[src/hdl/sftp_pkg.sv]
// shared types and constants for the speed from timestamped position core
// used by sftp_ctrl, sftp_datapath and speed_from_timestamped_position_core
`default_nettype none

package sftp_pkg;

    localparam int TS_FIELD_WIDTH  = 32;
    localparam int TIME_WIDTH      = 32;
    localparam int POS_WIDTH       = 32;
    localparam int DIFF_WIDTH      = POS_WIDTH + 1;
    localparam int NUM_WIDTH       = DIFF_WIDTH + 1;
    localparam int MAG_WIDTH       = NUM_WIDTH - 1;
    localparam int SPEED_WIDTH     = 34;
    localparam int STEP_CNT_WIDTH  = $clog2(MAG_WIDTH);
    localparam int IDLE_WIDTH      = 9;
    localparam int IN_DATA_WIDTH   = ((TS_FIELD_WIDTH + POS_WIDTH + 7) / 8) * 8;
    localparam int OUT_DATA_WIDTH  = ((SPEED_WIDTH + 7) / 8) * 8;
    localparam int APB_ADDR_WIDTH  = 3;
    localparam int APB_DATA_WIDTH  = 32;

    localparam logic [IDLE_WIDTH-1:0]     IDLE_MAX      = '1;
    localparam logic [IDLE_WIDTH-1:0]     TIMEOUT_RESET = IDLE_WIDTH'(300);
    localparam logic [STEP_CNT_WIDTH-1:0] LAST_STEP     = STEP_CNT_WIDTH'(MAG_WIDTH - 1);

    // register word indexes
    localparam logic REG_TIMEOUT_TICKS = 1'b0;

    typedef struct packed {
        logic load;
        logic prep;
        logic step;
        logic commit_div;
        logic commit_idle;
        logic out_load;
    } sftp_cmd_t;

    typedef struct packed {
        logic new_sample;
        logic div_last;
    } sftp_stat_t;

endpackage

`default_nettype wire

[src/hdl/speed_from_timestamped_position_core.sv]
// top level: stream ports, apb timeout register, controller and datapath
// depends on sftp_pkg, sftp_ctrl and sftp_datapath
//
// channel   direction  handshake            payload
// s_*       in         s_tvalid / s_tready  timestamp, position
// m_*       out        m_tvalid / m_tready  speed
// apb       in         psel / penable       timeout_ticks register at byte 0
//
// a new timestamp goes from request to result through load, operand prep,
// 33 restoring divide steps (one quotient bit each), commit and output load
// a repeated timestamp goes from load straight to output load, no divide
// one request in flight; the next is taken while the result waits in m_tdata
// asynchronous active-low reset clears the stored sample, idle count and held speed
`default_nettype none

module speed_from_timestamped_position_core
(
    input  wire logic                                clk,
    input  wire logic                                rst_n,
    input  wire logic                                s_tvalid,
    output logic                                     s_tready,
    // [31:0] timestamp, [63:32] position
    input  wire logic [sftp_pkg::IN_DATA_WIDTH-1:0]  s_tdata,
    output logic                                     m_tvalid,
    input  wire logic                                m_tready,
    // [33:0] speed, upper bits zero
    output logic [sftp_pkg::OUT_DATA_WIDTH-1:0]      m_tdata,
    input  wire logic                                psel,
    input  wire logic                                penable,
    input  wire logic                                pwrite,
    input  wire logic [sftp_pkg::APB_ADDR_WIDTH-1:0] paddr,
    input  wire logic [sftp_pkg::APB_DATA_WIDTH-1:0] pwdata,
    output logic [sftp_pkg::APB_DATA_WIDTH-1:0]      prdata,
    output logic                                     pready
);
    import sftp_pkg::*;

    sftp_cmd_t                     cmd;
    sftp_stat_t                    stat;
    logic [IDLE_WIDTH-1:0]         timeout_reg;
    logic                          reg_sel;
    logic signed [SPEED_WIDTH-1:0] speed;

    assign pready  = 1'b1;
    assign reg_sel = (paddr[APB_ADDR_WIDTH-1] == REG_TIMEOUT_TICKS);
    assign prdata  = reg_sel ? APB_DATA_WIDTH'(timeout_reg) : '0;

    always_ff @(posedge clk or negedge rst_n)
    begin
        if (!rst_n)
        begin
            timeout_reg <= TIMEOUT_RESET;
        end
        else if (psel && penable && pwrite && pready && reg_sel)
        begin
            timeout_reg <= pwdata[IDLE_WIDTH-1:0];
        end
    end

    assign m_tdata = OUT_DATA_WIDTH'($unsigned(speed));

    sftp_ctrl u_ctrl
    (
        .clk       (clk),
        .rst_n     (rst_n),
        .in_valid  (s_tvalid),
        .in_ready  (s_tready),
        .out_valid (m_tvalid),
        .out_ready (m_tready),
        .stat      (stat),
        .cmd       (cmd)
    );

    sftp_datapath u_datapath
    (
        .clk           (clk),
        .rst_n         (rst_n),
        .cmd           (cmd),
        .stat          (stat),
        .timestamp     (s_tdata[TS_FIELD_WIDTH-1:0]),
        .position      (s_tdata[TS_FIELD_WIDTH +: POS_WIDTH]),
        .timeout_ticks (timeout_reg),
        .speed         (speed)
    );

endmodule

`default_nettype wire

[src/hdl/sftp_ctrl.sv]
// controller state machine: request acceptance, divide sequencing, result hand-off
// depends on sftp_pkg; drives the command struct of sftp_datapath
`default_nettype none

module sftp_ctrl
(
    input  wire logic               clk,
    input  wire logic               rst_n,
    input  wire logic               in_valid,
    output logic                    in_ready,
    output logic                    out_valid,
    input  wire logic               out_ready,
    input  wire sftp_pkg::sftp_stat_t stat,
    output sftp_pkg::sftp_cmd_t     cmd
);
    import sftp_pkg::*;

    typedef enum logic [2:0] {
        ST_IDLE,
        ST_PREP,
        ST_DIVIDE,
        ST_COMMIT,
        ST_OUTPUT
    } state_t;

    state_t state_reg;
    state_t state_next;
    logic   out_valid_reg;
    logic   out_valid_next;
    logic   accept;
    logic   out_free;

    assign in_ready  = (state_reg == ST_IDLE);
    assign accept    = in_valid && in_ready;
    assign out_free  = !out_valid_reg || out_ready;
    assign out_valid = out_valid_reg;

    always_comb
    begin
        cmd.load        = accept;
        cmd.prep        = (state_reg == ST_PREP);
        cmd.step        = (state_reg == ST_DIVIDE);
        cmd.commit_div  = (state_reg == ST_COMMIT);
        cmd.commit_idle = accept && !stat.new_sample;
        cmd.out_load    = (state_reg == ST_OUTPUT) && out_free;
    end

    always_comb
    begin
        state_next     = state_reg;
        out_valid_next = out_valid_reg;
        if (out_valid_reg && out_ready)
        begin
            out_valid_next = 1'b0;
        end
        case (state_reg)
            ST_IDLE:
            begin
                if (accept)
                begin
                    state_next = stat.new_sample ? ST_PREP : ST_OUTPUT;
                end
            end
            ST_PREP:
            begin
                state_next = ST_DIVIDE;
            end
            ST_DIVIDE:
            begin
                if (stat.div_last)
                begin
                    state_next = ST_COMMIT;
                end
            end
            ST_COMMIT:
            begin
                state_next = ST_OUTPUT;
            end
            ST_OUTPUT:
            begin
                if (out_free)
                begin
                    out_valid_next = 1'b1;
                    state_next     = ST_IDLE;
                end
            end
            default:
            begin
                state_next = ST_IDLE;
            end
        endcase
    end

    always_ff @(posedge clk or negedge rst_n)
    begin
        if (!rst_n)
        begin
            state_reg     <= ST_IDLE;
            out_valid_reg <= 1'b0;
        end
        else
        begin
            state_reg     <= state_next;
            out_valid_reg <= out_valid_next;
        end
    end

endmodule

`default_nettype wire

[src/hdl/sftp_datapath.sv]
// datapath: stored sample, idle counter, held speed, bit-serial restoring divider
// depends on sftp_pkg; steered by sftp_ctrl through the command struct
`default_nettype none

module sftp_datapath
(
    input  wire logic                                  clk,
    input  wire logic                                  rst_n,
    input  wire sftp_pkg::sftp_cmd_t                   cmd,
    output sftp_pkg::sftp_stat_t                       stat,
    input  wire logic [sftp_pkg::TS_FIELD_WIDTH-1:0]   timestamp,
    input  wire logic signed [sftp_pkg::POS_WIDTH-1:0] position,
    input  wire logic [sftp_pkg::IDLE_WIDTH-1:0]       timeout_ticks,
    output logic signed [sftp_pkg::SPEED_WIDTH-1:0]    speed
);
    import sftp_pkg::*;

    logic [TIME_WIDTH-1:0]         prev_time_reg;
    logic signed [POS_WIDTH-1:0]   prev_pos_reg;
    logic [IDLE_WIDTH-1:0]         idle_reg;
    logic signed [SPEED_WIDTH-1:0] held_reg;
    logic signed [SPEED_WIDTH-1:0] out_reg;

    logic [TIME_WIDTH-1:0]         ts_reg;
    logic signed [POS_WIDTH-1:0]   pos_reg;
    logic [TIME_WIDTH-1:0]         den_reg;
    logic signed [NUM_WIDTH-1:0]   num_reg;
    logic                          neg_reg;
    logic [MAG_WIDTH-1:0]          mag_reg;
    logic [TIME_WIDTH-1:0]         rem_reg;
    logic [STEP_CNT_WIDTH-1:0]     cnt_reg;

    logic [TIME_WIDTH-1:0]         ts_in;
    logic signed [DIFF_WIDTH-1:0]  diff;
    logic [TIME_WIDTH:0]           trial;
    logic [TIME_WIDTH+1:0]         trial_sub;
    logic                          ge;
    logic [IDLE_WIDTH-1:0]         idle_next;
    logic [SPEED_WIDTH-1:0]        quot_ext;

    assign ts_in = timestamp[TIME_WIDTH-1:0];
    assign diff  = DIFF_WIDTH'(position) - DIFF_WIDTH'(prev_pos_reg);

    // one quotient bit per step
    assign trial     = {rem_reg, mag_reg[MAG_WIDTH-1]};
    assign trial_sub = {1'b0, trial} - {2'b00, den_reg};
    assign ge        = !trial_sub[TIME_WIDTH+1];

    assign idle_next = (idle_reg == IDLE_MAX) ? idle_reg : idle_reg + 1'b1;
    assign quot_ext  = SPEED_WIDTH'(mag_reg);

    assign stat.new_sample = (ts_in != prev_time_reg);
    assign stat.div_last   = (cnt_reg == LAST_STEP);
    assign speed           = out_reg;

    always_ff @(posedge clk or negedge rst_n)
    begin
        if (!rst_n)
        begin
            prev_time_reg <= '0;
            prev_pos_reg  <= '0;
            idle_reg      <= '0;
            held_reg      <= '0;
        end
        else
        begin
            if (cmd.commit_div)
            begin
                prev_time_reg <= ts_reg;
                prev_pos_reg  <= pos_reg;
                idle_reg      <= '0;
                held_reg      <= neg_reg ? -$signed(quot_ext) : $signed(quot_ext);
            end
            else if (cmd.commit_idle)
            begin
                idle_reg <= idle_next;
                if (idle_next > timeout_ticks)
                begin
                    held_reg <= '0;
                end
            end
        end
    end

    always_ff @(posedge clk)
    begin
        if (cmd.load)
        begin
            ts_reg  <= ts_in;
            pos_reg <= position;
            den_reg <= ts_in - prev_time_reg;
            num_reg <= {diff, 1'b0};
        end
        if (cmd.prep)
        begin
            neg_reg <= num_reg[NUM_WIDTH-1];
            mag_reg <= num_reg[NUM_WIDTH-1] ? MAG_WIDTH'(-num_reg) : MAG_WIDTH'(num_reg);
            rem_reg <= '0;
            cnt_reg <= '0;
        end
        else if (cmd.step)
        begin
            rem_reg <= ge ? trial_sub[TIME_WIDTH-1:0] : trial[TIME_WIDTH-1:0];
            mag_reg <= {mag_reg[MAG_WIDTH-2:0], ge};
            cnt_reg <= cnt_reg + 1'b1;
        end
        if (cmd.out_load)
        begin
            out_reg <= held_reg;
        end
    end

endmodule

`default_nettype wire

[config.mk]
export PLATFORM = sky130hd
export DESIGN_NAME = speed_from_timestamped_position_core
export DESIGN_NICKNAME = d
export VERILOG_FILES = /design/src/hdl/sftp_pkg.sv /design/src/hdl/speed_from_timestamped_position_core.sv /design/src/hdl/sftp_ctrl.sv /design/src/hdl/sftp_datapath.sv
export SDC_FILE = /design/constraint.sdc
export NUM_CORES = 1
export LEC_CHECK = 0
export BUFFER_PORTS_ARGS = -buffer_cell sky130_fd_sc_hd__buf_2
export CAP_MARGIN = 20
export CELL_PAD_IN_SITES_DETAIL_PLACEMENT = 1
export CELL_PAD_IN_SITES_GLOBAL_PLACEMENT = 1
export CORE_ASPECT_RATIO = 2
export CORE_MARGIN = 10
export CORE_UTILIZATION = 40
export DETAILED_ROUTE_END_ITERATION = 16
export GPL_ROUTABILITY_DRIVEN = 0
export PLACE_DENSITY_LB_ADDON = 0.1
export SLEW_MARGIN = 20
export SYNTH_ARGS = -nofsm -noshare
export SYNTH_HDL_FRONTEND = slang
export SYNTH_SLANG_ARGS = --single-unit
[constraint.sdc]
create_clock -name clk -period 16 [get_ports clk]
set_input_delay 3.2 -clock clk [delete_from_list [all_inputs] [get_ports clk]]
set_output_delay 3.2 -clock clk [all_outputs]
set_load 0.01 [all_outputs]
==> Word-level counts from Yosys, hierarchy flattened <==
Index checks and enable logic that the tools add are counted.
{ "op_classes": {"n_addsub": 7, "eq_ne": 10, "n_mux": 20, "n_reduce_logical": 17, "shift": 0, "mul": 0, "n_div": 0, "bitwise": 1, "n_lt_le_gt_ge": 1} }
{ "op_table": {"columns": ["op", "count"], "rows": [
  ["$mux W34", 4],
  ["$mux W33", 3],
  ["$mux W9", 4],
  ["$neg A33 Y34", 1],
  ["$sub A33 B32 Y34", 1],
  ["$neg A33 Y33", 1],
  ["$sub A32 B32 Y33", 1],
  ["$mux W32", 1],
  ["$ne A32 B32 Y1", 1],
  ["$sub A32 B32 Y32", 1],
  ["$pmux W3 S5", 1],
  ["$mux W3", 4],
  ["$add A9 B1 Y9 const B", 1],
  ["$eq A9 B9 Y1 const B", 1],
  ["$gt A9 B9 Y1", 1],
  ["$logic_and A1 B1 Y1", 7],
  ["$add A6 B1 Y6 const B", 1],
  ["$eq A3 B2 Y1 const B", 2],
  ["$eq A6 B6 Y1 const B", 1],
  ["$reduce_bool A2 Y1", 3],
  ["$ne A2 B1 Y1 const B", 2],
  ["$eq A3 B1 Y1 const B", 1],
  ["$eq A3 B3 Y1 const B", 1],
  ["$logic_not A1 Y1", 3],
  ["other kinds (7)", 9]
]} }
{ "word_totals": {"latch_bits": 0, "ff_bits": 355, "wordCells": 72, "out_inout_bits": 75, "mem_count": 0, "mem_bits_rw": 0, "rom_bits": 0} }

==> Logic depth before layout (Yosys ltp) <==
Gate-level depths: netlist of run 1.
{ "depth": {"word_depth": 6, "depth_mapped": 19, "depth_no_buf": 17} }

==> By module <==
A second synthesis of run 1 with hierarchy kept.
{ "unflattened": {"cells_unflattened": 1933, "hier_area_um2": 19623.8} }
{ "modules_own_cells": {"columns": ["module", "area_each_um2", "instances", "seq_area_each_um2", "cells_per_inst"], "rows": [
  ["sftp_datapath", 18705.4, 1, 9354.0, 1849],
  ["speed_from_timestamped_position_core", 666.9, 1, 230.2, 60],
  ["sftp_ctrl", 251.5, 1, 100.1, 24]
]} }

==> Worst setup path after synthesis of run 1 <==
No wires, ideal clock.
{ "synth_path": {"path_type": "input to register", "startpoint": "input s_tvalid", "endpoint": "register u_datapath.held_reg[11]", "setup_time_ns": 0.138, "required_time_ns": 15.862, "cell_stages": 6, "arrival_ns": 8.574, "path_slack_ns": 7.288, "cell_sequence": "and2_1 -> clkbuf_1 -> nand2_1 -> nor3b_1 -> clkbuf_1 -> o22ai_1"} }
{ "synth_lines": {"columns": ["item", "line_no", "text"], "rows": [
  ["start: declaration", "speed_from_timestamped_position_core.sv:20", "input wire logic s_tvalid,"],
  ["end signal: assignment", "sftp_datapath.sv:72", "held_reg <= neg_reg ? -$signed(quot_ext) : $signed(quot_ext);"],
  ["end: declaration", "sftp_datapath.sv:21", "logic signed [SPEED_WIDTH-1:0] held_reg;"]
]} }

==> Worst setup path in the final report of run 1 <==
{ "layout_path": {"startpoint": "input paddr[2] (netlist bit)", "endpoint": "output prdata[3] (netlist bit)"} }
{ "layout_between": {"elab_chain_cells": 1} }
{ "layout_rtl": {"columns": ["item", "line_no", "text"], "rows": [
  ["start: declaration", "speed_from_timestamped_position_core.sv:31", "input wire logic [sftp_pkg::APB_ADDR_WIDTH-1:0] paddr,"],
  ["$mux W9", "speed_from_timestamped_position_core.sv:46", "assign prdata = reg_sel ? APB_DATA_WIDTH'(timeout_reg) : '0;"],
  ["end: declaration", "speed_from_timestamped_position_core.sv:33", "output logic [sftp_pkg::APB_DATA_WIDTH-1:0] prdata,"]
]} }
Every way passes these cells.

==> results of run 1 <==
[critical path: stages]
cell,delay (ns)
buf_2,0.16
nor2_1,0.12
buf_2,0.15
[cell type report]
cell class | count | area, um2
fillers | 5595 | 26500
flip-flops and latches | 355 | 9680
multi-input cells | 1376 | 8830
clock buffers | 44 | 941
well taps | 638 | 798
repair buffers | 138 | 757
inverters | 142 | 533
clock inverters | 20 | 214
[power groups by stage]
stage	Sequential (uW)	Clock [uW]	Combinational, uW
5_1_grt	1700	906	2320
2_1_floorplan	1600	0	1540
3_5_place_dp	1680	0	2050
3_3_place_gp	1660	0	1990
4_1_cts	1660	878	2070
6_report	1650	847	2040
[cells by family after synthesis]
family | Yosys count | share of synthesized area (%)
AO/OA/AOI/OAI | 524 | 16.6
XOR/XNOR | 150 | 6.76
multiplexers | 21 | 1.15
other | 2 | 0.0386
AND/OR/NAND/NOR | 539 | 12.9
flip-flops | 355 | 49.8
adder cells (fa/ha/maj) | 112 | 7.32
buffers and inverters | 252 | 5.46
[worst max-delay path by stage]
stage / to / depth (start not counted)
CTS: prdata[3] / 3
global route: prdata[8] / 3
finish: prdata[3] / 3
floorplan: u_datapath.held_reg[11] / 6
detailed placement: prdata[3] / 3
global placement: prdata[0] / 3
[per-layer routing]
metal / GRT usage, % / vias to the layer above / share of wire (%)
met4: 6.66 / 0 / 3.5
met1: 17.5 / 6980 / 37
li1: - / 7066 / -
met3: 2.46 / 85 / 3.3
met2: 34.1 / 229 / 56
met5: 0 / - / 0
[metrics by stage]
step	area [um2]	util (%)	instances	setup slack (ns)	hold WS, ns
2_1_floorplan	19600	-	1983	7.29	0.415
3_3_place_gp	20600	42.6	2646	9.21	0.421
3_5_place_dp	20600	42.6	2646	9.16	0.432
4_1_cts	21700	45.0	2710	9.16	0.447
5_1_grt	21800	45.1	2713	9.14	0.454
6_report	21800	45.1	2713	9.17	0.441
[cells in the final DEF, fill, tap and decap left out, drive strengths merged, types with 11 or more instances in the layout]
cell	instances
a31oi	14
o31ai	26
conb	30
o22ai	19
or3	12
o21a	18
ha	109
a21oi	124
and3	12
inv	143
dfxtp	38
clkinv	12
edfxtp	197
nor2b	20
or4	12
nor3	25
xnor2	60
dfrtp	116
mux2	11
o21bai	13
xor2	90
nand2b	13
nand2	244
a211oi	17
a21o	38
nor2	107
nand3	42
o21ai	189
a311oi	12
clkbuf	44
nand4	15
buf	138
==> reports/qor.log, run 1 <==
qor: status.outcome complete, no violations
qor: worst_setup_path.crit_path_start paddr[2]
qor: synth.ys_flop_type edfxtp_1
qor: synth.synthDominantCellAreaShare 30.4%
qor: placement.place.detailed.hpwl 38800 um
qor: drt.routed_wire_length_per_instance 18.7 um
qor: worst_hold_path.hold_path.startpoint u_datapath.ts_reg[0]
qor: synth.yosysTopAreaCell edfxtp_1
qor: sta.finalSetupTns 0 ns
qor: cts.buffer_count_from_post_cts_setup_fixing 0
qor: sta.grt_setup_unrepaired no
qor: global_routing.antenna_found_initial 0
qor: cts.tritoncts_clock_tree done
qor: worst_setup_path.ff2ff_setup_slack 12.21 ns
qor: drt.number_of_remaining_drc_errors 0
qor: sta.post-route-period-util 42.7%
qor: cts.cts_max_path_buffers 3
qor: power_and_ir_drop.power.density 209 mW/mm2
qor: drt.drt_pass1_iterations 5
qor: worst_setup_path.criticalPathCategory input pin to primary output
qor: sta.post-route-min-period 6.83 ns
qor: drt.detail_route.vias_per_cell 5.29
qor: cts.clock_sinks 355
qor: synth.number_of_flip_flops_and_latches_in_the_synthesized_netlist 355
qor: global_routing.track_usage 17.3%
qor: power_and_ir_drop.p_sw 1850 uW
qor: synth.ranking_of_synthesized_cells_by_area edfxtp_1, dfrtp_1, ha_1
qor: sta.fmax 146 MHz
qor: synth.synth_edf_count 197
qor: drt.via_count 14.4k
qor: die.floorplan.die_area 0.0584 mm2
qor: synth.post_synth_most_frequent_cells nand2_1, edfxtp_1, o21ai_0
qor: die.start_util 40.3%
qor: synth.portion_of_the_post_synthesis_area_used_by_sequential_elements 49.8%
qor: sta.max_slew_margin 32.3%
qor: cts.clkSlewWorstSetupHoldPaths 0.06 ns
qor: power_and_ir_drop.power.share.clock 18.6%
qor: worst_setup_path.endpoint_kind primary output
qor: power_and_ir_drop.sequential_fraction_of_design_power 36.4%
qor: cts.cts-buffers-inserted 35
qor: final_layout.antenna_cells 0
qor: synth.syn-instance-count 1955
qor: worst_setup_path.reg2reg_from u_datapath.idle_reg[0]
qor: sta.worst-slew-pin-transition 1.02 ns
qor: global_routing.grt_overflow 0
qor: synth.async_set_reset_flop_share_out_of_synthesis 33.8%
qor: power_and_ir_drop.internal-power 2690 uW
qor: placement.port_buffers 125
qor: power_and_ir_drop.pwr-share-comb 44.9%
qor: cts.htree_num_levels 2
qor: sta.number_of_failing_setup_endpoints_in_the_final_timing_report 0
qor: final_layout.finalNetCount 2266
qor: cts.clock_latency_of_the_later_clocked_register_in_the_worst_skew_pair 0.54 ns
qor: worst_hold_path.min_path_type register to register
qor: drt.ant_nets 0
qor: flow_run.drv.max_cap_violation_count 0
qor: die.coreArea 0.0482 mm2
qor: worst_setup_path.timing.critical_path.required 12.80 ns
qor: synth.synth.yosys.warnings 0
qor: cts.ctsHoldBuffers 0
qor: final_layout.synthToLayoutAreaGrowth 11.9%
qor: global_routing.grt_start_max_net_pins 92
qor: sta.maxSlewViolCount 0
qor: cts.cts.repair.resized 0
qor: power_and_ir_drop.totalPowerFinal 4540 uW
qor: worst_setup_path.crit-reg2reg-capture u_datapath.held_reg[13]
qor: die.dieWidth 176 um
qor: worst_setup_path.cp-start-kind input pin
qor: worst_hold_path.worst_hold_path.endpoint u_datapath.prev_time_reg[0]
qor: worst_setup_path.timing.critical_path.fanout_max 10
qor: global_routing.via_count_of_the_first_global_routing_pass 15.7k
qor: cts.clock_tree.root_cell clkbuf_16
qor: worst_setup_path.cp.arrival 3.63 ns
qor: drt.drt-initial-drc-count 661
qor: worst_setup_path.timing.reg2reg.worst_path_depth 17
qor: power_and_ir_drop.vdd_ir_drop_max 115 uV
qor: sta.final_worst_clock_skew 0.0227 ns
qor: die.io-pin-count 181
qor: worst_hold_path.timing.hold.worst_path_depth 2
qor: final_layout.drive_gt1_share 11.1%
qor: die.rows 114
qor: sta.final-hold-violation-count 0
qor: synth.synth_cell_types 76
qor: drt.finalWirelength 50700 um
qor: synth.synthesis.area_per_instance 9.95 um2
qor: synth.top_count_cell_post_synth nand2_1
qor: power_and_ir_drop.p_sw_share 40.8%
qor: die.die_height 332 um
qor: power_and_ir_drop.cell_leakage_power 0.00903 uW
qor: global_routing.grt_first_pass_wirelength 82400 um
qor: synth.synth_cell_area 0.0194 mm2
Power figures use the tool's default switching activity.
==> inputs of run 2 (changes only) <==
==> constraint.sdc (replaced) <==
create_clock -name clk -period 6 [get_ports clk]
set_input_delay 1.2 -clock clk [delete_from_list [all_inputs] [get_ports clk]]
set_output_delay 1.2 -clock clk [all_outputs]
set_load 0.01 [all_outputs]
==> reports/qor.log, run 2 (same netlist as run 1, synthesis figures left out) <==
qor: die.floorplan.die_area 0.0584 mm2 [unchanged]
qor: drt.drt_pass1_iterations 6 [+1]
qor: cts.buffer_count_from_post_cts_setup_fixing 0 [unchanged]
qor: global_routing.grt_first_pass_wirelength 81900 um [-0.58%]
qor: cts.cts-buffers-inserted 36 [+2.9%]
qor: sta.grt_setup_unrepaired no
qor: worst_setup_path.cp.arrival 4.24 ns [+0.61 ns]
qor: worst_setup_path.reg2reg_from u_datapath.idle_reg[0]
qor: final_layout.antenna_cells 0 [unchanged]
qor: die.rows 114 [unchanged]
qor: sta.post-route-min-period 3.80 ns
qor: power_and_ir_drop.p_sw 4930 uW [+170%]
qor: power_and_ir_drop.p_sw_share 40.5% [-0.35 points]
qor: cts.htree_num_levels 2 [unchanged]
qor: sta.fmax 263 MHz
qor: die.die_height 332 um [unchanged]
qor: worst_setup_path.ff2ff_setup_slack 2.20 ns [-10.01 ns]
qor: sta.final_worst_clock_skew 0.0215 ns [-0.00122 ns]
qor: sta.layout_setup_ws 2.20 ns [-6.97 ns]
qor: worst_setup_path.endpoint_kind register
qor: placement.port_buffers 125 [unchanged]
qor: drt.detail_route.vias_per_cell 5.25 [-0.81%]
qor: power_and_ir_drop.pwr-share-comb 44.5% [-0.4 points]
qor: global_routing.grt_overflow 0 [unchanged]
qor: worst_setup_path.crit-reg2reg-capture u_datapath.held_reg[1]
qor: placement.place.detailed.hpwl 38700 um [-0.26%]
qor: global_routing.via_count_of_the_first_global_routing_pass 15.5k [-1.5%]
qor: sta.number_of_failing_setup_endpoints_in_the_final_timing_report 0 [unchanged]
qor: power_and_ir_drop.power.share.clock 19.2% [+0.6 points]
qor: drt.via_count 14.2k [-0.81%]
qor: drt.routed_wire_length_per_instance 18.6 um [-0.30%]
qor: final_layout.synthToLayoutAreaGrowth 12.2%
qor: cts.clock_latency_of_the_later_clocked_register_in_the_worst_skew_pair 0.55 ns [about the same]
qor: drt.ant_nets 0 [unchanged]
qor: worst_setup_path.path_cells ha_1 > nand2_1 > nor2_1 > and3_1 > nand2_1 > mux2_2 > ha_1 > nor2b_1 > o21a_1 > o21a_1 > o21ai_0 > nand2b_1 > a21oi_1 > o21ai_0 > nor3b_2 > buf_4 > a211oi_1
qor: worst_setup_path.timing.critical_path.required 6.44 ns [-6.36 ns]
qor: global_routing.track_usage 17.2% [-0.10 points]
qor: cts.cts_max_path_buffers 3 [unchanged]
qor: power_and_ir_drop.vdd_ir_drop_max 303 uV [+160%]
qor: drt.drt-initial-drc-count 570 [-14%]
qor: die.start_util 40.3% [unchanged]
qor: power_and_ir_drop.cell_leakage_power 0.00906 uW [+0.32%]
qor: global_routing.antenna_found_initial 0 [unchanged]
qor: sta.maxSlewViolCount 0 [unchanged]
qor: final_layout.mostFrequentLayoutCell nand2_1
qor: power_and_ir_drop.power.density 559 mW/mm2 [+170%]
qor: sta.final-hold-violation-count 0 [unchanged]
qor: cts.clock_tree.root_cell clkbuf_16
qor: worst_setup_path.highest_delay_cell_along_the_critical_path dfrtp_1
qor: worst_setup_path.criticalPathCategory register to register
qor: placement.dp_slack 1.66 ns [-7.50 ns]
qor: worst_setup_path.cp-start-kind register
qor: status.outcome complete, no violations
qor: worst_hold_path.hold_path.startpoint u_datapath.held_reg[19]
qor: worst_hold_path.timing.hold.worst_path_depth 0 [-2]
qor: sta.post-route-period-util 63.3%
qor: final_layout.finalNetCount 2267 [+0.044%]
qor: final_layout.layout.filler_cells 5536 [-1.1%]
qor: power_and_ir_drop.internal-power 7260 uW [+170%]
qor: drt.finalWirelength 50600 um [-0.30%]
qor: worst_hold_path.worst_hold_path.endpoint u_datapath.speed[19]
qor: worst_setup_path.critical-path-max-stage-delay 0.42 ns [+0.26 ns]
qor: cts.tritoncts_clock_tree done
qor: worst_hold_path.min_path_type register to register
qor: cts.clock_sinks 355 [unchanged]
qor: cts.cts.repair.resized 0 [unchanged]
qor: worst_setup_path.timing.critical_path.fanout_max 34 [+24]
qor: sta.finalSetupTns 0 ns [unchanged]
qor: flow_run.drv.max_cap_violation_count 0 [unchanged]
qor: final_layout.final_core_utilization 45.3% [+0.12 points]
qor: sta.worst-slew-pin-transition 1.12 ns [+0.107 ns]
qor: final_layout.drive_gt1_share 11.3% [+0.19 points]
qor: worst_setup_path.timing.reg2reg.worst_path_depth 17 [unchanged]
qor: sta.max_slew_margin 24.8% [-7.4 points]
qor: die.dieWidth 176 um [unchanged]
qor: cts.ctsHoldBuffers 0 [unchanged]
qor: global_routing.grt_start_max_net_pins 93 [+1.1%]
qor: cts.clkSlewWorstSetupHoldPaths 0.07 ns [about the same]
qor: final_layout.layout.cells.most_common_list nand2_1, edfxtp_1, o21ai_0
qor: drt.number_of_remaining_drc_errors 0 [unchanged]
qor: die.io-pin-count 181 [unchanged]
qor: power_and_ir_drop.sequential_fraction_of_design_power 36.3% [about the same]
qor: die.coreArea 0.0482 mm2 [unchanged]
## run 2: cell types whose count changed in the layout (fill, tap and decap cells not counted), sizes merged
cell and delta:
clkbuf +4, inv -1, clkinvlp +1, clkinv -4
## run 2: per-stage QoR
step / cell area, um2 / hold slack (ns) / total power [uW] / instances
finish: 21800 / 0.447 / 12200 / 2713
global placement: 20600 / 0.421 / 9740 / 2647
floorplan: 19600 / 0.415 / 8350 / 1983
global route: 21800 / 0.456 / 13200 / 2713
CTS: 21800 / 0.450 / 12400 / 2712
detailed placement: 20600 / 0.435 / 9960 / 2648
## run 2: worst max path at each step
stage                                 startpoint                      end  slack [ns]  depth (start not counted)
after floorplan                         s_tvalid  u_datapath.held_reg[11]        1.51                          6
after global placement                s_tdata[0]   u_datapath.den_reg[28]        1.71                         13
after detailed placement             s_tdata[48]   u_datapath.num_reg[32]        1.66                         11
after CTS                 u_datapath.idle_reg[0]  u_datapath.held_reg[10]        2.14                         17
after global routing      u_datapath.idle_reg[0]  u_datapath.held_reg[10]        1.87                         17
final                     u_datapath.idle_reg[0]   u_datapath.held_reg[1]        2.20                         17
## run 2: layout make-up
| cell class | instances | area, um2 | area share, % |
|---|---|---|---|
| tap | 638 | 798 | 3.66 |
| multi-input combinational | 1376 | 8830 | 40.5 |
| clock buffer | 48 | 1010 | 4.62 |
| clock inverter | 16 | 195 | 0.895 |
| sequential | 355 | 9680 | 44.4 |
| inverter | 142 | 533 | 2.44 |
| timing repair buffer | 138 | 769 | 3.53 |
## run 2: power groups by stage
stage	clock network, uW	registers, uW	logic, uW
detailed placement	0	4490	5470
floorplan	0	4250	4100
global placement	0	4440	5300
finish	2340	4430	5430
global route	2500	4550	6150
CTS	2430	4440	5510
## run 2: worst max-delay path: cells and delay by family (launching register included)
family	cells	cell delay, ns
AO/OA/AOI/OAI	6	0.97
adder cells (fa/ha/maj)	2	0.53
buffers and inverters	1	0.26
flip-flops	1	0.42
multiplexers	1	0.39
AND/OR/NAND/NOR	7	1.08
## run 2: routing by layer
metal  track usage [%]  part of all wire, %
met2              34.3                   57
met1              17.6                   38
met3              2.48                  2.9
met5                 0                    0
met4              5.09                  2.3
